File: src/sv/wpr_pkg.sv
// ----------------------------------------------------------------------------
// wpr_pkg: shared types and constants of the wav pcm frame level reader
// Header layout positions, result status codes, controller command and
// datapath status structs, and the header tag lookup.
// ----------------------------------------------------------------------------
package wpr_pkg;

  // header geometry
  localparam int unsigned HEADER_BYTES = 44;
  localparam int unsigned MAX_CHANNELS = 8;

  localparam logic [5:0] POS_HDR_LAST    = 6'(HEADER_BYTES - 1);
  localparam logic [5:0] POS_FMT_LEN     = 6'd19;
  localparam logic [5:0] POS_FMT_TAG     = 6'd21;
  localparam logic [5:0] POS_CHANNELS    = 6'd23;
  localparam logic [5:0] POS_BLOCK_ALIGN = 6'd33;
  localparam logic [5:0] POS_BITS        = 6'd35;

  // supported sample widths
  localparam logic [5:0] BITS_8  = 6'd8;
  localparam logic [5:0] BITS_16 = 6'd16;
  localparam logic [5:0] BITS_32 = 6'd32;

  // result status codes
  localparam logic [1:0] STAT_FRAME        = 2'd0;
  localparam logic [1:0] STAT_HDR_MISMATCH = 2'd1;
  localparam logic [1:0] STAT_UNSUPPORTED  = 2'd2;

  // level divider geometry
  localparam int unsigned QUO_BITS = 8;
  localparam int unsigned DIVIDEND_BITS = 12;
  localparam int unsigned CHAN_BITS = 4;

  // controller to datapath commands
  typedef struct packed {
    logic       restart;
    logic       hdr_byte;
    logic       data_byte;
    logic       div_start;
    logic       load_err;
    logic [1:0] err_code;
    logic       out_load;
  } wpr_cmd_t;

  // datapath to controller status
  typedef struct packed {
    logic hdr_last;
    logic hdr_fail;
    logic layout_fail;
    logic short_data;
    logic frame_skip;
    logic frame_end;
    logic frame_last;
    logic div_done;
  } wpr_stat_t;

  // expected tag byte at a header position: {is_tag, byte}
  function automatic logic [8:0] tag_at(input logic [5:0] pos);
    logic [8:0] t;
    t = 9'h000;
    case (pos)
      6'd0:  t = {1'b1, 8'h52}; // R
      6'd1:  t = {1'b1, 8'h49}; // I
      6'd2:  t = {1'b1, 8'h46}; // F
      6'd3:  t = {1'b1, 8'h46}; // F
      6'd8:  t = {1'b1, 8'h57}; // W
      6'd9:  t = {1'b1, 8'h41}; // A
      6'd10: t = {1'b1, 8'h56}; // V
      6'd11: t = {1'b1, 8'h45}; // E
      6'd12: t = {1'b1, 8'h66}; // f
      6'd13: t = {1'b1, 8'h6d}; // m
      6'd14: t = {1'b1, 8'h74}; // t
      6'd36: t = {1'b1, 8'h64}; // d
      6'd37: t = {1'b1, 8'h61}; // a
      6'd38: t = {1'b1, 8'h74}; // t
      6'd39: t = {1'b1, 8'h61}; // a
      default: t = 9'h000;
    endcase
    return t;
  endfunction

endpackage

File: src/sv/wpr_in_if.sv
// ----------------------------------------------------------------------------
// wpr_in_if: byte stream channel
// Valid/ready channel carrying one file byte and the start of file flag.
// ----------------------------------------------------------------------------
interface wpr_in_if;
  logic       valid;
  logic       ready;
  logic [7:0] data_byte;
  logic       start_of_file;

  modport source (output valid, output data_byte, output start_of_file, input ready);
  modport sink (input valid, input data_byte, input start_of_file, output ready);
endinterface

File: src/sv/wpr_out_if.sv
// ----------------------------------------------------------------------------
// wpr_out_if: frame level result channel
// Valid/ready channel carrying a level, a status code and the last frame flag.
// ----------------------------------------------------------------------------
interface wpr_out_if;
  logic       valid;
  logic       ready;
  logic [7:0] level;
  logic [1:0] status;
  logic       last_frame;

  modport source (output valid, output level, output status, output last_frame,
                  input ready);
  modport sink (input valid, input level, input status, input last_frame,
                output ready);
endinterface

File: src/sv/wpr_div.sv
// ----------------------------------------------------------------------------
// wpr_div: iterative level divider
// Restoring division of the scaled frame sum by the channel count, one
// quotient bit per cycle.
// ----------------------------------------------------------------------------
module wpr_div (
  input  logic                               clk_i,
  input  logic                               rst_ni,
  input  logic                               start_i,
  input  logic [wpr_pkg::DIVIDEND_BITS-1:0]  dividend_i,
  input  logic [wpr_pkg::CHAN_BITS-1:0]      divisor_i,
  output logic                               done_o,
  output logic [wpr_pkg::QUO_BITS-1:0]       quotient_o
);

  localparam int unsigned CntBits = $clog2(wpr_pkg::QUO_BITS);

  logic                            busy_q;
  logic [CntBits-1:0]              cnt_q;
  logic [wpr_pkg::CHAN_BITS-1:0]   rem_q;
  logic [wpr_pkg::QUO_BITS-1:0]    num_q;
  logic [wpr_pkg::CHAN_BITS:0]     trial;
  logic                            ge;

  // one trial subtraction a step
  assign trial = {rem_q, num_q[wpr_pkg::QUO_BITS-1]};
  assign ge    = trial >= {1'b0, divisor_i};

  always_ff @(posedge clk_i or negedge rst_ni) begin
    if (!rst_ni) begin
      busy_q <= 1'b0;
      cnt_q  <= '0;
      rem_q  <= '0;
      num_q  <= '0;
    end else if (start_i) begin
      // the top bits are already below the divisor
      busy_q <= 1'b1;
      cnt_q  <= CntBits'(wpr_pkg::QUO_BITS - 1);
      rem_q  <= dividend_i[wpr_pkg::DIVIDEND_BITS-1:wpr_pkg::QUO_BITS];
      num_q  <= dividend_i[wpr_pkg::QUO_BITS-1:0];
    end else if (busy_q) begin
      rem_q <= ge ? wpr_pkg::CHAN_BITS'(trial - {1'b0, divisor_i})
                  : trial[wpr_pkg::CHAN_BITS-1:0];
      num_q <= {num_q[wpr_pkg::QUO_BITS-2:0], ge};
      if (cnt_q == '0) begin
        busy_q <= 1'b0;
      end else begin
        cnt_q <= cnt_q - 1'b1;
      end
    end
  end

  assign done_o     = busy_q && (cnt_q == '0);
  assign quotient_o = num_q;

endmodule

File: src/sv/wpr_datapath.sv
// ----------------------------------------------------------------------------
// wpr_datapath: header fields, frame accumulation and result registers
// Parses the header fields, assembles little-endian samples, sums a frame,
// scales it and hands the quotient to the output register.
// ----------------------------------------------------------------------------
module wpr_datapath (
  input  logic              clk_i,
  input  logic              rst_ni,
  input  wpr_pkg::wpr_cmd_t cmd_i,
  input  logic [7:0]        byte_i,
  output wpr_pkg::wpr_stat_t stat_o,
  output logic [7:0]        level_o,
  output logic [1:0]        status_o,
  output logic              last_frame_o
);

  logic [5:0]  pos_q;
  logic [31:0] scr_q;
  logic        hdr_ok_q, fmt_ok_q;
  logic [3:0]  chan_q;
  logic [5:0]  bits_q;
  logic [15:0] fb_q;
  logic [31:0] left_q;
  logic [15:0] idx_q;
  logic [31:0] asm_q;
  logic [35:0] sum_q;
  logic [1:0]  pend_status_q;
  logic        pend_last_q;
  logic [7:0]  out_level_q;
  logic [1:0]  out_status_q;
  logic        out_last_q;

  logic [5:0]  pos_cur;
  logic        ok_cur, fmt_cur, ok_new, fmt_new;
  logic [31:0] scr_new;
  logic [15:0] half;
  logic [8:0]  tag;
  logic [3:0]  chan_new;
  logic [5:0]  bits_new;
  logic [15:0] fb_new;
  logic [5:0]  used;
  logic [1:0]  kmask, k;
  logic        samp_end, in_use, skip;
  logic [31:0] asm_new;
  logic [35:0] sum_new, sum_fin;
  logic [15:0] idx_inc;
  logic [31:0] left_dec;
  logic [11:0] dividend;
  logic [7:0]  quotient;
  logic        div_done;

  // header field decode
  always_comb begin
    pos_cur  = cmd_i.restart ? 6'd0 : pos_q;
    ok_cur   = cmd_i.restart | hdr_ok_q;
    fmt_cur  = cmd_i.restart | fmt_ok_q;
    scr_new  = {byte_i, scr_q[31:8]};
    half     = scr_new[31:16];
    tag      = wpr_pkg::tag_at(pos_cur);
    ok_new   = ok_cur & ~(tag[8] && (tag[7:0] != byte_i))
                      & ~((pos_cur == wpr_pkg::POS_FMT_LEN) && (scr_new != 32'd16));
    fmt_new  = fmt_cur & ~((pos_cur == wpr_pkg::POS_FMT_TAG) && (half != 16'd1));
    chan_new = chan_q;
    bits_new = bits_q;
    fb_new   = fb_q;
    if (pos_cur == wpr_pkg::POS_CHANNELS) begin
      chan_new = ((half != 16'd0) && (half <= 16'(wpr_pkg::MAX_CHANNELS))) ? half[3:0]
                                                                           : 4'd0;
    end
    if (pos_cur == wpr_pkg::POS_BLOCK_ALIGN) begin
      fb_new = half;
    end
    if (pos_cur == wpr_pkg::POS_BITS) begin
      bits_new = ((half == 16'd8) || (half == 16'd16) || (half == 16'd32)) ? half[5:0]
                                                                           : 6'd0;
    end
  end

  // bytes of samples per frame and byte lane mask
  always_comb begin
    case (bits_q)
      wpr_pkg::BITS_8: begin
        used  = {2'b00, chan_q};
        kmask = 2'b00;
      end
      wpr_pkg::BITS_16: begin
        used  = {1'b0, chan_q, 1'b0};
        kmask = 2'b01;
      end
      wpr_pkg::BITS_32: begin
        used  = {chan_q, 2'b00};
        kmask = 2'b11;
      end
      default: begin
        used  = 6'd0;
        kmask = 2'b00;
      end
    endcase
  end

  // sample assembly and frame sum
  always_comb begin
    skip     = (idx_q == 16'd0) && (left_q < {16'd0, fb_q});
    k        = idx_q[1:0] & kmask;
    samp_end = (k == kmask);
    in_use   = idx_q < {10'd0, used};
    asm_new  = asm_q | ({24'd0, byte_i} << {k, 3'b000});
    sum_new  = sum_q + {4'd0, asm_new};
    idx_inc  = idx_q + 16'd1;
    left_dec = left_q - 32'd1;
    sum_fin  = (in_use && samp_end) ? sum_new : sum_q;
    case (bits_q)
      wpr_pkg::BITS_16: dividend = sum_fin[19:8];
      wpr_pkg::BITS_32: dividend = sum_fin[35:24];
      default:          dividend = sum_fin[11:0];
    endcase
  end

  // status to the controller
  always_comb begin
    stat_o.hdr_last    = pos_cur == wpr_pkg::POS_HDR_LAST;
    stat_o.hdr_fail    = ~ok_new;
    stat_o.layout_fail = ~fmt_new | (chan_q == 4'd0) | (bits_q == 6'd0)
                       | (fb_q < {10'd0, used});
    stat_o.short_data  = scr_new < {16'd0, fb_q};
    stat_o.frame_skip  = skip;
    stat_o.frame_end   = ~skip && (idx_inc == fb_q);
    stat_o.frame_last  = left_dec < {16'd0, fb_q};
    stat_o.div_done    = div_done;
  end

  // parse and accumulate registers
  always_ff @(posedge clk_i or negedge rst_ni) begin
    if (!rst_ni) begin
      pos_q         <= '0;
      scr_q         <= '0;
      hdr_ok_q      <= 1'b1;
      fmt_ok_q      <= 1'b1;
      chan_q        <= '0;
      bits_q        <= '0;
      fb_q          <= '0;
      left_q        <= '0;
      idx_q         <= '0;
      asm_q         <= '0;
      sum_q         <= '0;
      pend_status_q <= wpr_pkg::STAT_FRAME;
      pend_last_q   <= 1'b0;
    end else begin
      if (cmd_i.hdr_byte) begin
        pos_q    <= stat_o.hdr_last ? pos_cur : pos_cur + 6'd1;
        scr_q    <= scr_new;
        hdr_ok_q <= ok_new;
        fmt_ok_q <= fmt_new;
        chan_q   <= chan_new;
        bits_q   <= bits_new;
        fb_q     <= fb_new;
        if (stat_o.hdr_last) begin
          left_q <= scr_new;
          idx_q  <= '0;
          asm_q  <= '0;
          sum_q  <= '0;
        end
      end
      if (cmd_i.data_byte && !skip) begin
        left_q <= left_dec;
        if (stat_o.frame_end) begin
          idx_q         <= '0;
          asm_q         <= '0;
          sum_q         <= '0;
          pend_status_q <= wpr_pkg::STAT_FRAME;
          pend_last_q   <= stat_o.frame_last;
        end else begin
          idx_q <= idx_inc;
          if (in_use) begin
            if (samp_end) begin
              sum_q <= sum_new;
              asm_q <= '0;
            end else begin
              asm_q <= asm_new;
            end
          end
        end
      end
      if (cmd_i.load_err) begin
        pend_status_q <= cmd_i.err_code;
        pend_last_q   <= 1'b0;
      end
    end
  end

  // level divider
  wpr_div u_div (
    .clk_i      (clk_i),
    .rst_ni     (rst_ni),
    .start_i    (cmd_i.div_start),
    .dividend_i (dividend),
    .divisor_i  (chan_q),
    .done_o     (div_done),
    .quotient_o (quotient)
  );

  // output payload register
  always_ff @(posedge clk_i) begin
    if (cmd_i.out_load) begin
      out_level_q  <= (pend_status_q == wpr_pkg::STAT_FRAME) ? quotient : 8'd0;
      out_status_q <= pend_status_q;
      out_last_q   <= pend_last_q;
    end
  end

  assign level_o      = out_level_q;
  assign status_o     = out_status_q;
  assign last_frame_o = out_last_q;

endmodule

File: src/sv/wpr_ctrl.sv
// ----------------------------------------------------------------------------
// wpr_ctrl: parse and result controller
// Tracks the parse phase of the file, issues byte commands to the datapath
// and moves each result through the divider and into the output register.
// ----------------------------------------------------------------------------
module wpr_ctrl (
  input  logic               clk_i,
  input  logic               rst_ni,
  input  logic               in_valid_i,
  input  logic               start_i,
  output logic               in_ready_o,
  input  logic               out_ready_i,
  output logic               out_valid_o,
  input  wpr_pkg::wpr_stat_t stat_i,
  output wpr_pkg::wpr_cmd_t  cmd_o
);

  localparam logic [1:0] PH_IDLE   = 2'd0;
  localparam logic [1:0] PH_HEADER = 2'd1;
  localparam logic [1:0] PH_DATA   = 2'd2;
  localparam logic [1:0] PH_DONE   = 2'd3;

  localparam logic [1:0] RES_FREE = 2'd0;
  localparam logic [1:0] RES_DIV  = 2'd1;
  localparam logic [1:0] RES_HOLD = 2'd2;

  logic [1:0] phase_q, phase_d, phase_cur;
  logic [1:0] res_q, res_d;
  logic       out_valid_q, out_valid_d;
  logic       acc;

  assign in_ready_o = (res_q == RES_FREE);
  assign acc        = in_valid_i & in_ready_o;
  assign phase_cur  = start_i ? PH_HEADER : phase_q;

  // parse phase and result hand-off
  always_comb begin
    cmd_o          = '0;
    cmd_o.err_code = wpr_pkg::STAT_FRAME;
    cmd_o.restart  = acc & start_i;
    phase_d        = phase_q;
    res_d          = res_q;
    out_valid_d    = out_valid_q;
    if (acc) begin
      phase_d = phase_cur;
      unique case (phase_cur)
        PH_HEADER: begin
          cmd_o.hdr_byte = 1'b1;
          if (stat_i.hdr_last) begin
            if (stat_i.hdr_fail) begin
              phase_d        = PH_DONE;
              cmd_o.load_err = 1'b1;
              cmd_o.err_code = wpr_pkg::STAT_HDR_MISMATCH;
            end else if (stat_i.layout_fail) begin
              phase_d        = PH_DONE;
              cmd_o.load_err = 1'b1;
              cmd_o.err_code = wpr_pkg::STAT_UNSUPPORTED;
            end else begin
              phase_d = stat_i.short_data ? PH_DONE : PH_DATA;
            end
          end
        end
        PH_DATA: begin
          cmd_o.data_byte = 1'b1;
          if (stat_i.frame_skip) begin
            phase_d = PH_DONE;
          end else if (stat_i.frame_end) begin
            cmd_o.div_start = 1'b1;
            if (stat_i.frame_last) begin
              phase_d = PH_DONE;
            end
          end
        end
        default: ;
      endcase
    end

    // result hand-off
    if (out_ready_i) begin
      out_valid_d = 1'b0;
    end
    unique case (res_q)
      RES_FREE: begin
        if (cmd_o.load_err) begin
          res_d = RES_HOLD;
        end else if (cmd_o.div_start) begin
          res_d = RES_DIV;
        end
      end
      RES_DIV: begin
        if (stat_i.div_done) begin
          res_d = RES_HOLD;
        end
      end
      RES_HOLD: begin
        if (!out_valid_q || out_ready_i) begin
          cmd_o.out_load = 1'b1;
          out_valid_d    = 1'b1;
          res_d          = RES_FREE;
        end
      end
      default: res_d = RES_FREE;
    endcase
  end

  always_ff @(posedge clk_i or negedge rst_ni) begin
    if (!rst_ni) begin
      phase_q     <= PH_IDLE;
      res_q       <= RES_FREE;
      out_valid_q <= 1'b0;
    end else begin
      phase_q     <= phase_d;
      res_q       <= res_d;
      out_valid_q <= out_valid_d;
    end
  end

  assign out_valid_o = out_valid_q;

endmodule

File: src/sv/wav_pcm_frame_level_reader_unit.sv
// ----------------------------------------------------------------------------
// wav_pcm_frame_level_reader_unit: wav pcm header parser and frame level meter
// Takes a wav file a byte at a time, checks its 44-byte header and reports
// one scaled level per complete frame of 8, 16 or 32 bit samples.
// ----------------------------------------------------------------------------
// The byte that closes a frame starts an eight-step restoring divider (one
// quotient bit a cycle, dividing the scaled sum by the channel count), and
// the input is held off until the level has moved to the output register.
// A header fault or unsupported layout gives one report on the last header
// byte, and bytes are then ignored until the next start of file. The output
// register lets the next bytes come in while a level is still waiting to be
// taken.
module wav_pcm_frame_level_reader_unit (
  input  logic            clk_i,
  input  logic            rst_ni,
  wpr_in_if.sink          in_i,
  wpr_out_if.source       out_o
);

  wpr_pkg::wpr_cmd_t  cmd;
  wpr_pkg::wpr_stat_t stat;

  // parse and result controller
  wpr_ctrl u_ctrl (
    .clk_i       (clk_i),
    .rst_ni      (rst_ni),
    .in_valid_i  (in_i.valid),
    .start_i     (in_i.start_of_file),
    .in_ready_o  (in_i.ready),
    .out_ready_i (out_o.ready),
    .out_valid_o (out_o.valid),
    .stat_i      (stat),
    .cmd_o       (cmd)
  );

  // header, sample and level datapath
  wpr_datapath u_datapath (
    .clk_i        (clk_i),
    .rst_ni       (rst_ni),
    .cmd_i        (cmd),
    .byte_i       (in_i.data_byte),
    .stat_o       (stat),
    .level_o      (out_o.level),
    .status_o     (out_o.status),
    .last_frame_o (out_o.last_frame)
  );

  // no request is taken while a level is being divided
  assert property (@(posedge clk_i) disable iff (!rst_ni)
    cmd.div_start |=> !in_i.ready)
    else $error("input accepted during level division");

  // a finished division waits for the output register
  assert property (@(posedge clk_i) disable iff (!rst_ni)
    stat.div_done |=> !in_i.ready)
    else $error("input accepted before level hand-off");

  // error reports carry no level and no last frame mark
  assert property (@(posedge clk_i) disable iff (!rst_ni)
    (out_o.valid && (out_o.status != wpr_pkg::STAT_FRAME))
      |-> (out_o.level == 8'd0) && !out_o.last_frame)
    else $error("error report with level or last frame set");

  // a byte is either a header byte or a data byte
  assert property (@(posedge clk_i) disable iff (!rst_ni)
    !(cmd.hdr_byte && cmd.data_byte))
    else $error("byte taken as header and data");

endmodule

File: src/flat_wrapper.sv
// flat-port wrapper written by rule: the top's interface ports become plain ports
module wav_pcm_frame_level_reader_unit_flat 
  (clk_i, rst_ni, in_i_valid, in_i_data_byte, in_i_start_of_file, in_i_ready, out_o_valid, out_o_level, out_o_status, out_o_last_frame, out_o_ready);
  wpr_in_if in_i_i ();
  wpr_out_if out_o_i ();
  input  logic clk_i;
  input  logic rst_ni;
  input wire logic [$bits(in_i_i.valid)-1:0] in_i_valid;
  input wire logic [$bits(in_i_i.data_byte)-1:0] in_i_data_byte;
  input wire logic [$bits(in_i_i.start_of_file)-1:0] in_i_start_of_file;
  output wire logic [$bits(in_i_i.ready)-1:0] in_i_ready;
  output wire logic [$bits(out_o_i.valid)-1:0] out_o_valid;
  output wire logic [$bits(out_o_i.level)-1:0] out_o_level;
  output wire logic [$bits(out_o_i.status)-1:0] out_o_status;
  output wire logic [$bits(out_o_i.last_frame)-1:0] out_o_last_frame;
  input wire logic [$bits(out_o_i.ready)-1:0] out_o_ready;
  assign in_i_i.valid = in_i_valid;
  assign in_i_i.data_byte = in_i_data_byte;
  assign in_i_i.start_of_file = in_i_start_of_file;
  assign in_i_ready = in_i_i.ready;
  assign out_o_valid = out_o_i.valid;
  assign out_o_level = out_o_i.level;
  assign out_o_status = out_o_i.status;
  assign out_o_last_frame = out_o_i.last_frame;
  assign out_o_i.ready = out_o_ready;
  wav_pcm_frame_level_reader_unit u_core (.clk_i(clk_i), .rst_ni(rst_ni), .in_i(in_i_i), .out_o(out_o_i));
endmodule
File: config.mk
export PLATFORM = sky130hd
export DESIGN_NAME = wav_pcm_frame_level_reader_unit_flat
export DESIGN_NICKNAME = d
export VERILOG_FILES = /design/src/sv/wpr_pkg.sv /design/src/sv/wpr_in_if.sv /design/src/sv/wpr_out_if.sv /design/src/sv/wpr_div.sv /design/src/sv/wpr_datapath.sv /design/src/sv/wpr_ctrl.sv /design/src/sv/wav_pcm_frame_level_reader_unit.sv /design/src/flat_wrapper.sv
export SDC_FILE = /design/constraint.sdc
export NUM_CORES = 1
export LEC_CHECK = 0
export BUFFER_PORTS_ARGS = -buffer_cell sky130_fd_sc_hd__buf_2
export CORE_MARGIN = 2
export CORE_UTILIZATION = 55
export DETAILED_ROUTE_END_ITERATION = 10
export PLACE_DENSITY = 0.72
export SYNTH_ARGS = -nofsm -noshare
export SYNTH_HDL_FRONTEND = slang
export SYNTH_SLANG_ARGS = --single-unit
File: constraint.sdc
create_clock -name clk_i -period 5.1 [get_ports clk_i]
set_clock_uncertainty 0.2 [all_clocks]
set_input_delay 1.02 -clock clk_i [delete_from_list [all_inputs] [get_ports clk_i]]
set_output_delay 1.02 -clock clk_i [all_outputs]
set_load 0.02 [all_outputs]
# Word level (Yosys, flattened, before mapping)
# Memories as Yosys holds them, arrays and structs flattened.
# Index checks and enable logic that the tools add are counted.
# classes
magnitude_cmp,7
addsub,6
n_shift,1
reduce_logical,33
muxes,72
n_eq_ne,25
bitwise,17
# ops
cell,n
two-way mux 32 bit,9
two-way mux 36 bit,7
< comparator 32 x 16 -> 1 bit,3
two-way mux 16 bit,4
adder 36 x 32 -> 36 bit,1
< comparator 16 x 6 -> 1 bit,2
!= test 32 x 5 -> 1 bit (second input constant),1
bitwise OR 32 bit,1
<< shifter 8 x 5 -> 32 bit,1
subtractor 32 x 1 -> 32 bit (second input constant),1
two-way mux 2 bit,14
== test 6 x 5 -> 1 bit (second input constant),4
== test 6 bit (second input constant),4
two-way mux 6 bit,4
case mux 12 bit (2 select lines),1
two-way mux 3 bit,7
case mux 6 bit (3 select lines),1
adder 16 x 1 -> 16 bit (second input constant),1
== test 16 bit,1
== test 16 x 4 -> 1 bit (second input constant),1
== test 16 x 5 -> 1 bit (second input constant),1
== test 16 x 6 -> 1 bit (second input constant),1
<= comparator 16 x 4 -> 1 bit (second input constant),1
zero test 16 bit,1
33 further kinds,89
# totals
inputBits,13
register_bits,217
elab_cells,185
mem_bits_ro,512
n_memories,1
output_inout_bits,13
# memory_table
name,words,width,read_ports,rd_ports_with_merged_regs,write_ports,line,text
(no name shown),64,8,1,0,0,wpr_pkg.sv:61,case (pos)

# Longest topological paths before layout
# Gate-level depths: netlist (run 1).
# depth
word_depth,22
ltp_mapped,16
ltp_nobuf,16

# By module
# From an unflattened synthesis (run 1), not the netlist that was laid out.
# hier_totals
cells_unflattened,1758
hier_area_um2,15439.8
# by_module_without_submodules
mod,cells_per_inst,area_each_um2,seq_area_each_um2,instances
wpr_datapath,1608,14052.2,4762.1,1
wpr_div,99,965.9,400.4,1
wpr_ctrl,51,421.7,125.1,1

# Worst setup path after synthesis (run 1)
# OpenSTA, ideal clock, no wires.
# synth_path
path_kind,flip-flop to flip-flop
start,register u_core.u_datapath.bits_q[1]
end,register u_core.u_datapath.sum_q[35]
synth_period_minus_slack_ps,4525
setup_time_ps,64
path_stages_with_launch,15
arrival_ps,4261
n_path_buf,1
t_required_ps,4836
path_slack_ps,575
cell_sequence,dfrtp_1 > nor4_1 > nand2_1 > nor3_1 > a21o_1 > ha_1 > clkbuf_1 > a211oi_1 > nor2_1 > o31ai_1 > a21oi_1 > o41ai_1 > o21bai_1 > a211oi_1 > a211o_1
# synth_via
elab_chain_cells,10
word_cells_on_any_way,15
classes_between,1 x add/sub; 1 x order compare; 4 x eq/ne; 1 x shift; 6 x mux; 2 x bitwise
# synth_lines
element,line,text
from (decl),wpr_datapath.sv:21,logic [5:0] bits_q;
from (signal assigned),wpr_datapath.sv:155,bits_q <= bits_new;
== test 6 bit / == test 6 x 5 -> 1 bit (equally long branches),wpr_datapath.sv:81,case (bits_q)
case mux 2 bit (2 select lines),wpr_datapath.sv:81,
bitwise AND 2 bit,wpr_datapath.sv:104,k = idx_q[1:0] & kmask;
<< shifter 8 x 5 -> 32 bit,wpr_datapath.sv:107,"asm_new = asm_q | ({24'd0, byte_i} << {k, 3'b000});"
bitwise OR 32 bit,wpr_datapath.sv:107,
adder 36 x 32 -> 36 bit,wpr_datapath.sv:108,"sum_new = sum_q + {4'd0, asm_new};"
two-way mux 36 bit,wpr_datapath.sv:175,if (samp_end) begin
two-way mux 36 bit (*),wpr_datapath.sv:174,if (in_use) begin
two-way mux 36 bit (*),wpr_datapath.sv:166,if (stat_o.frame_end) begin
two-way mux 36 bit (*),wpr_datapath.sv:164,if (cmd_i.data_byte && !skip) begin
to (signal assigned),wpr_datapath.sv:176,sum_q <= sum_new;
to (decl),wpr_datapath.sv:26,logic [35:0] sum_q;
# Every way passes the cells marked *; elsewhere a longest branch is shown, timed or not.
# A chain may end at the register's enable or synchronous reset.

# Worst setup path after layout (run 1)
# layout_path
start,register u_core.u_datapath.left_q[0]
end,register u_core.u_ctrl.phase_q[0]
# layout_via
elab_chain_cells,7
word_cells_on_any_way,10
classes_between,1 x add/sub; 2 x order compare; 4 x mux; 1 x bitwise; 2 x reduce/logical
# layout_lines
element,line,text
from (decl),wpr_datapath.sv:23,logic [31:0] left_q;
from (signal assigned),wpr_datapath.sv:158,left_q <= scr_new;
from (signal assigned),wpr_datapath.sv:165,left_q <= left_dec;
"parallel branches: the longest is 5 deep, another holds subtractor 32 x 1 -> 32 bit",--,
two-way mux 2 bit (*),wpr_ctrl.sv:65,if (stat_i.frame_skip) begin
case mux 2 bit (2 select lines) (*),wpr_ctrl.sv:46,unique case (phase_cur)
to (signal assigned),wpr_ctrl.sv:112,phase_q <= phase_d;
to (decl),wpr_ctrl.sv:27,"logic [1:0] phase_q, phase_d, phase_cur;"
# Every way passes the cells marked *.

==> results of run 1 <==
state kept, by name, summed over array words and instances, names as in the netlist, 2 cells and up:
register	count
u_core.u_datapath.scr_q	24
u_core.u_datapath.u_div.quotient_o	8
u_core.u_datapath.chan_q	4
u_core.u_datapath.status_o	2
u_core.u_datapath.sum_q	36
u_core.u_datapath.pos_q	6
u_core.u_ctrl.phase_q	2
u_core.u_datapath.asm_q	32
u_core.u_ctrl.res_q	2
u_core.u_datapath.u_div.rem_q	4
u_core.u_datapath.level_o	8
u_core.u_datapath.u_div.cnt_q	3
u_core.u_datapath.left_q	32
u_core.u_datapath.fb_q	16
u_core.u_datapath.pend_status_q	2
u_core.u_datapath.idx_q	16
u_core.u_datapath.bits_q	6
worst max-delay path by stage:
stage	start	endpoint	slack (ps)	cells after the start
after global placement	u_core.u_datapath.bits_q[1]	u_core.u_datapath.u_div.quotient_o[0]	540	16
after global routing	u_core.u_datapath.bits_q[5]	u_core.u_datapath.u_div.quotient_o[6]	70	15
after floorplan	u_core.u_datapath.bits_q[1]	u_core.u_datapath.sum_q[35]	570	14
after detailed placement	u_core.u_datapath.bits_q[5]	u_core.u_datapath.sum_q[34]	560	15
final	u_core.u_datapath.left_q[0]	u_core.u_ctrl.phase_q[0]	330	12
after CTS	u_core.u_datapath.bits_q[5]	u_core.u_datapath.sum_q[34]	520	15
worst max-delay path, cell delays in order, from the launching register on:
cell and delay [ps]:
dfrtp_1 450, inv_1 90, ha_1 250, or4b_1 530
or4_1 630, or3_1 390, xnor2_1 230, ha_1 290
nand4_1 80, nor4_1 60, a2111oi_0 920, nand4_1 340
a31oi_1 230
per-stage QoR:
step	hold WS, ps	power, mW
2_1_floorplan	225	2.20
5_1_grt	300	4.47
6_report	294	4.30
3_5_place_dp	274	2.38
4_1_cts	289	4.31
3_3_place_gp	268	2.37
layout make-up:
cell class,count,share of cell area [%]
Clock buffer,35,4.28
Clock inverter,10,1.01
Inverter,70,1.56
Multi-Input combinational cell,1419,56.1
Sequential cell,209,31.3
Tap cell,378,2.80
Timing Repair Buffer,72,2.96
logic make-up after synthesis:
group / count (synthesis) / share of synthesized area [%]
mux: 34 / 2.34
flops: 209 / 34.1
buf+inv: 183 / 4.91
fa+ha+maj: 110 / 8.97
compound gates: 526 / 23.8
xor+xnor: 57 / 3.22
simple gates: 692 / 22.7
power by group:
part           internal [mW]  switching, mW
logic                  0.195          0.290
registers               1.73          0.145
clock network           1.19          0.745
total                   3.12           1.18
layer usage:
metal	global-route usage [%]	vias up	wire [microns]
li1	-	6724	-
met1	48.9	7123	21000
met2	49.1	831	20700
met3	6.75	142	5450
met4	11.5	4	1990
met5	0	-	27
cells in the final DEF, fill, tap and decap left out, types with 20 or more instances in the layout:
master	synthesis	final
a31oi_1	28	27
nor4_1	31	31
a22oi_1	42	42
and3_1	24	24
a22o_1	30	30
xor2_1	27	27
clkbuf_16	0	25
nand3_1	54	54
or3_1	20	20
buf_2	20	24
ha_1	108	108
a21o_1	59	59
xnor2_1	30	30
o21ai_0	79	79
a211oi_1	23	23
a21oi_1	94	93
dfrtp_1	196	196
nor2_1	148	148
and2_1	22	22
nand4_1	31	31
nor3_1	47	46
inv_1	70	70
nand2_1	203	203
buf_4	5	46
==> flow_summary.yaml, run 1 <==
final_layout:
  regArea_sq_mm: 0.00529
  area_delta_synth_final_pct: 8.97
  layout-drive-gt1-share_pct: 9.20
  fillers: 2505
  nets: 1920
  multiInputGateArea_sq_mm: 0.00948
  diodes: 0
  finalInstanceArea_sq_mm: 0.0169
  final_util_pct: 60.8
  fin_cells: 2193
clock_tree:
  post_cts_resized: 0
  cts_root_buf: "clkbuf_16"
  post_cts_buffers: 0
  hold_buffers: 0
  clkLatencyLatePin_ps: 540
  cts_sinks: 209
  cts_buffer_depth: 3
  cts-htree-levels: 1
  cts_tree: "built"
  cts_made_buffers: 25
  clk_pin_slew_ps: 60
floorplanning:
  fp-row-count: 61
  pin_count: 26
  start_util_pct: 55.8
  die_w_microns: 172
  die_y_microns: 172
  die_area_sq_mm: 0.0295
  core_area_sq_mm: 0.0278
route:
  dr.pass1.iters: 8
  wl_per_cell_microns: 22.4
  drc_errors: 0
  drt_iter0_drc: 1950
  via_per_inst: 6.76
  vias: 14800
  wl_microns: 49100
  antenna_left: 0
power:
  cellPowerDensity_mw_per_mm2: 255
  peakVddDrop_v: 0.000226
  p_leak_nw: 7.75
synth:
  netlist_top_cells_count: "nand2_1 (203), dfrtp_1 (196), nor2_1 (148)"
  synth.distinct_cells: 98
  yosysWarnings: 0
  synth-edff-count: 11
  netlist_area_sq_mm: 0.0155
  synth.most_common_cell: "nand2_1"
  synth-seq-cells: 209
  synthFlopType: "dfrtp_1"
  yosysTopAreaCell: "dfrtp_1"
  synth_seq_area_share_pct: 34.1
  syn_area_per_cell_sq_um: 8.56
  yosysTopAreaCellShare_pct: 31.6
  synthArstFlopShare_pct: 94.7
  synth.area.top_cells: "dfrtp_1 (32%), ha_1 (8.7%), nand2_1 (4.9%)"
  syn-num-nets: 1934
  syn-instance-count: 1811
place:
  placed_cells: 2148
  gp_congestion: 1.00
  place_area_sq_mm: 0.0160
  dp_slack_ps: 555
  hpwlAfterDp_microns: 35700
  portBuffers: 25
min_path:
  min_from: "u_core.u_datapath.pend_last_q"
  holdPathStages: 0
  hp-class: "reg -> reg"
  hold_end: "u_core.u_datapath.last_frame_o"
timing:
  slew_headroom_pct: 13.6
  finalCriticalPeriod_ps: 4770
  setup_tns_ps: 0
  tightest_slew_ps: 1300
  finalMaxSlewViolations: 0
  fmax_mhz: 210
  rsz0062_at_grt: "false"
  fin_crit_sh_pct: 93.6
  hold_violations: 0
  setup_violations: 0
  finalWorstSetupSlack_ps: 328
critical_path:
  critPathKind: "reg -> reg"
  end_kind: "flop"
  worstPathArrival_ps: 5020
  required_ps: 5340
  r2r_end: "u_core.u_ctrl.phase_q[0]"
  r2r_start: "u_core.u_datapath.left_q[0]"
  r2r_setup_slack_ps: 330
  r2r_cells: 12
  cp-start-kind: "flop"
  cp_max_fo: 8
global_routing:
  grt_overflow: 0
  first_global_vias: 13400
  grt_usage_pct: 33.4
  grt_max_degree: 113
  antenna_found_initial: 2
  grt_first_pass_wirelength_microns: 76300
outcome:
  status: "completed"
flow_run:
  cap_violations: 0
(Power assumes the default switching activity.)
==> inputs of run 2 (changes only) <==
Settings changed: CORE_UTILIZATION 55 to 50, PLACE_DENSITY 0.72 to 0.67, RECOVER_POWER set to 100.
==> run 2 against run 1 <==
  * Flip-flop and latch count is the same
  * Core utilization fell by 5.8 points
  * Setup slack worse by 140 ps
  * Largest power group is now sequential cells
  * Sequential share of layout area is 0.14 points higher
  * Design area down 0.43%
  * Total power decreased by 3.1%
  * Largest cell class unchanged
  * Hold slack worse by 40 ps
  * The flow now finishes with violations (max-capacitance violations, max-slew violations)
  * Clock power fell by 7%
==> flow_summary.yaml, run 2 (synthesis results as in run 1) <==
final_layout:
  nets: 1929
  fin_cells: 2221
  diodes: 0
  final_common_cell: "nand2_1"
  layout-drive-gt1-share_pct: 8.00
  top_register: "u_core.u_datapath.sum_q"
  largest_reg_flops: 36
  reg_top3: "u_core.u_datapath.sum_q: 36 flops, u_core.u_datapath.asm_q: 32 flops, u_core.u_datapath.left_q: 32 flops"
  area_delta_synth_final_pct: 8.50
  final_cell_mix: "nand2_1 (203), dfrtp_1 (196), nor2_1 (149)"
clock_tree:
  clkLatencyLatePin_ps: 540
  cts-htree-levels: 1
  clk_pin_slew_ps: 60
  hold_buffers: 0
  post_cts_resized: 0
  post_cts_buffers: 0
  cts_tree: "built"
  cts_made_buffers: 25
  cts_sinks: 209
  cts_root_buf: "clkbuf_16"
  cts_buffer_depth: 3
timing:
  fmax_mhz: 204
  finalCriticalPeriod_ps: 4910
  tightest_slew_ps: 2880
  slew_headroom_pct: -92.1
  timing.hold.ws_ps: 254
  rsz0062_at_grt: "false"
  hold_violations: 0
  setup_violations: 0
  setup_tns_ps: 0
  fin_crit_sh_pct: 96.4
  finalMaxSlewViolations: 103
power:
  totalPowerFinal_mw: 4.16
  p_seq_share_pct: 45.1
  cellPowerDensity_mw_per_mm2: 248
  p_leak_nw: 7.67
  clock_power_share_pct: 43.4
  p_switching_mw: 1.19
  power_frac_comb_pct: 11.6
  swShare_pct: 28.6
  internal_power_mw: 2.97
  peakVddDrop_v: 0.000212
route:
  drc_errors: 0
  dr.pass1.iters: 5
  vias: 14700
  antenna_left: 0
  drt_iter0_drc: 1553
  wl_microns: 49900
  via_per_inst: 6.60
  wl_per_cell_microns: 22.4
flow_run:
  cap_violations: 1
place:
  portBuffers: 25
  gp_congestion: 0.957
  placed_cells: 2175
  hpwlAfterDp_microns: 36300
floorplanning:
  die_w_microns: 180
  start_util_pct: 50.7
  die_area_sq_mm: 0.0324
  pin_count: 26
  die_y_microns: 180
  fp-row-count: 64
  core_area_sq_mm: 0.0306
outcome:
  status: "complete, but fails checks"
  violations: "max-capacitance violations, max-slew violations"
critical_path:
  crit_family: "compound AO/OA/AOI/OAI gates"
  cp.depth: 13
  r2r_setup_slack_ps: 190
  r2r_end: "u_core.u_datapath.sum_q[35]"
  r2r_start: "u_core.u_datapath.idx_q[0]"
  worstPathArrival_ps: 5140
  end_kind: "flop"
  path_cells: "clkbuf_1, nor3_1, buf_4, a21o_1, ha_1, and4_1, nor4b_1, o211ai_1, a21oi_1, o41ai_1, o21bai_1, a211oi_1, a211o_1"
  crit_start: "u_core.u_datapath.idx_q[0]"
  cp_max_fo: 12
  critPathKind: "reg -> reg"
  max_stage_delay_ps: 590
  required_ps: 5330
  r2r_cells: 13
  critPathBufInv: 2
  cp-start-kind: "flop"
  slowest_stage: "nor4b_1"
  endpoint: "u_core.u_datapath.sum_q[35]"
global_routing:
  grt_first_pass_wirelength_microns: 78100
  first_global_vias: 13600
  antenna_found_initial: 1
  grt_max_degree: 104
  grt_overflow: 0
  grt_usage_pct: 30.1
min_path:
  hp-class: "reg -> reg"
  min_from: "u_core.u_datapath.pend_last_q"
run 2: cell types whose count changed in the layout (fill, tap and decap cells not counted), moves of 4 or more:
cell      delta
clkbuf_1    +28
buf_4       -10
and2_1       -7
buf_2       -14
clkbuf_8     -4
clkinv_2     +6
and2_0       +7
clkbuf_2     +5
run 2: metrics by stage:
| step | setup WS, ps | area, sq um | util (%) |
|---|---|---|---|
| finish | 186 | 16800 | 55.0 |
| global route | 22.3 | 16800 | 55.0 |
| CTS | 370 | 16900 | 55.3 |
| detailed placement | 189 | 16100 | 52.6 |
| global placement | 157 | 16100 | 52.6 |
| floorplan | 575 | 15500 | - |
run 2: cell type report:
class | count | area, sq um
Fill cell | 2855 | 13800
Multi-Input combinational cell | 1419 | 9480
Sequential cell | 209 | 5290
Clock buffer | 31 | 678
Tap cell | 396 | 495
Timing Repair Buffer | 81 | 474
Inverter | 70 | 263
Clock inverter | 15 | 144
run 2: how the worst min path moves through the flow:
stage	endpoint	slack, ps	depth (start not counted)
floorplan	u_core.u_datapath.last_frame_o	220	0
global placement	u_core.u_datapath.last_frame_o	230	0
global route	u_core.u_datapath.last_frame_o	280	0
detailed placement	u_core.u_datapath.last_frame_o	240	0
finish	u_core.u_datapath.last_frame_o	250	0
CTS	u_core.u_datapath.last_frame_o	250	0
run 2: routing by layer:
layer / up-vias / share of wire [%] / wire, microns / GRT usage (%)
met5: - / 0 / 0 / 0
met4: 0 / 2.6 / 1300 / 8.06
met3: 89 / 9.8 / 4900 / 6.97
met2: 646 / 42 / 20800 / 43.8
met1: 7175 / 46 / 22800 / 44.8
li1: 6746 / - / - / -
run 2: worst register-to-register path: cells and delay by family, from the launching register on:
kind	cells	cell delay, ps
compound gates	7	1950
flops	1	430
simple gates	3	1060
fa+ha+maj	1	420
buf+inv	2	750
run 2: power by group through the flow:
stage               Combinational (mW)  Clock [mW]  Sequential [mW]
finish                           0.482        1.81             1.88
global route                     0.549        1.90             1.89
CTS                              0.484        1.83             1.87
detailed placement               0.481           0             1.90
global placement                 0.473           0             1.90
floorplan                        0.392           0             1.81
==> inputs of run 3 (changes only) <==
Settings changed: PLACE_DENSITY 0.67 to 0.68.
==> run 3 against run 2 <==
  * The flow still finishes with violations (max-capacitance violations, max-slew violations)
  * Combinational power is essentially flat
  * Largest power group is now clock
  * Clock power is 12% higher
  * Total power increased by 5.2%
  * Flip-flop and latch count unchanged
  * Via count is 0.51% lower
  * Global-route usage grew 0.14 points
  * Count of clock-buffer cells in the layout is 1 higher
  * Cell count decreased by 0.32%
  * Sequential share of layout area decreased by 0.093 points
  * Sequential power is essentially flat
  * Register-to-register slack improved by 70 ps
  * Fmax up 1.5%
==> flow_summary.yaml, run 3 (synthesis results as in run 1) <==
route:
  wl_per_cell_microns: 22.6
  dr.pass1.iters: 6
  antenna_left: 0
  vias: 14600
  wl_microns: 49900
  drc_errors: 0
  drt_iter0_drc: 1523
  via_per_inst: 6.59
critical_path:
  slowest_stage: "a31oi_2"
  path_cells: "nor2b_1, and2_1, a222oi_1, ha_1, o211ai_1, nor4bb_1, a2111o_1, nor2_4, nand3_1, buf_2, a31oi_2, clkbuf_2, a22o_1"
  critPathKind: "reg -> reg"
  worstPathArrival_ps: 5110
  end_kind: "flop"
  required_ps: 5370
  cp-start-kind: "flop"
  cp_max_fo: 17
  max_stage_delay_ps: 710
  critPathBufInv: 2
  crit_family: "compound AO/OA/AOI/OAI gates"
floorplanning:
  start_util_pct: 50.7
  die_w_microns: 180
  core_area_sq_mm: 0.0306
  fp-row-count: 64
  pin_count: 26
  die_y_microns: 180
  die_area_sq_mm: 0.0324
final_layout:
  area_delta_synth_final_pct: 8.82
  final_cell_mix: "nand2_1 (203), dfrtp_1 (196), nor2_1 (148)"
  fillers: 2839
  reg_top3: "u_core.u_datapath.sum_q: 36 flops, u_core.u_datapath.asm_q: 32 flops, u_core.u_datapath.left_q: 32 flops"
  nets: 1921
  top_register: "u_core.u_datapath.sum_q"
  final_common_cell: "nand2_1"
  layout-drive-gt1-share_pct: 7.76
  diodes: 0
  regArea_sq_mm: 0.00529
  multiInputGateArea_sq_mm: 0.00947
  largest_reg_flops: 36
global_routing:
  use_met2_pct: 43.1
  first_global_vias: 13700
  grt_usage_pct: 30.2
  antenna_found_initial: 0
  busiest_layer: "met1"
  grt_use_met1_pct: 45.2
  grt_overflow: 0
  grt_first_pass_wirelength_microns: 78400
  grt_max_degree: 87
  use_met3_pct: 7.84
clock_tree:
  clk_pin_slew_ps: 60
  cts-htree-levels: 1
  cts_root_buf: "clkbuf_16"
  post_cts_buffers: 0
  hold_buffers: 0
  cts_tree: "built"
  clkLatencyLatePin_ps: 540
  cts_made_buffers: 26
  cts_sinks: 209
  cts_buffer_depth: 3
timing:
  setup_violations: 0
  tightest_slew_ps: 2220
  slew_headroom_pct: -47.8
  hold_violations: 0
  fmax_mhz: 207
  fin_crit_sh_pct: 94.9
  finalMaxSlewViolations: 79
  finalWorstSetupSlack_ps: 260
  finalCriticalPeriod_ps: 4840
  setup_tns_ps: 0
  rsz0062_at_grt: "false"
power:
  p_leak_nw: 7.69
  cellPowerDensity_mw_per_mm2: 260
  peakVddDrop_v: 0.000255
  totalPowerFinal_mw: 4.38
place:
  portBuffers: 25
  dp_slack_ps: 353
  gp_congestion: 0.945
  hpwlAfterDp_microns: 36200
flow_run:
  cap_violations: 1
outcome:
  status: "complete, but fails checks"
  violations: "max-capacitance violations, max-slew violations"
min_path:
  hp-class: "reg -> reg"
## run 3: cell count changes in the layout (fill, tap and decap cells not counted), sizes merged
cell	previous run	this run
bufinv	2	5
inv	71	70
clkinv	10	9
buf	47	41
clkbuf	65	63
## run 3: worst register-to-register path, stage by stage (launching register included)
cell and delay (ps):
dfrtp_1 420, nor2b_1 180, and2_1 230, a222oi_1 500, ha_1 320, o211ai_1 170, nor4bb_1 90, a2111o_1 560
nor2_4 440, nand3_1 120, buf_2 230, a31oi_2 710, clkbuf_2 430, a22o_1 190
## run 3: layout make-up
type | count | area share [%]
inverter | 70 | 1.56
tap | 396 | 2.94
sequential | 209 | 31.3
multi-input combinational | 1419 | 56.1
timing repair buffer | 72 | 2.48
clock buffer | 32 | 4.29
clock inverter | 16 | 1.26
## run 3: layer usage
| metal | part of all wire [%] | vias up |
|---|---|---|
| met5 | 0 | - |
| met2 | 41 | 706 |
| met3 | 11 | 85 |
| met4 | 2.3 | 0 |
| met1 | 45 | 7055 |
| li1 | - | 6735 |
## run 3: where the power goes
group / internal [mW] / switching (mW) / leakage [nW]
sequential: 1.73 / 0.148 / 2.70
combinational: 0.193 / 0.288 / 4.53
clock: 1.26 / 0.763 / 0.454
## run 3: worst paths after layout
path	cells after the start	slack, ps	startpoint	endpoint
hold reg to reg	2	280	u_core.u_ctrl.phase_q[1]	u_core.u_ctrl.phase_q[1]
hold / removal	2	280	u_core.u_ctrl.phase_q[1]	u_core.u_ctrl.phase_q[1]
setup reg to reg	13	260	u_core.u_datapath.bits_q[5]	u_core.u_datapath.sum_q[5]
setup / recovery	13	260	u_core.u_datapath.bits_q[5]	u_core.u_datapath.sum_q[5]
min in group asynchronous	1	900	rst_ni	u_core.u_datapath.left_q[11]
max in group asynchronous	2	1800	rst_ni	u_core.u_datapath.sum_q[16]
## run 3: repair_timing
action,CTS,global route
gates resized for setup,0,2
setup endpoints to repair,0,3
hold endpoints to repair,0,0
## run 3: stage by stage
stage	instance area [sq um]	util, %	std cells	hold slack, ps
floorplan	15500	-	1811	225
global placement	16000	52.4	2166	273
detailed placement	16000	52.4	2166	274
CTS	17000	55.4	2214	288
global route	16900	55.2	2214	319
finish	16900	55.2	2214	283
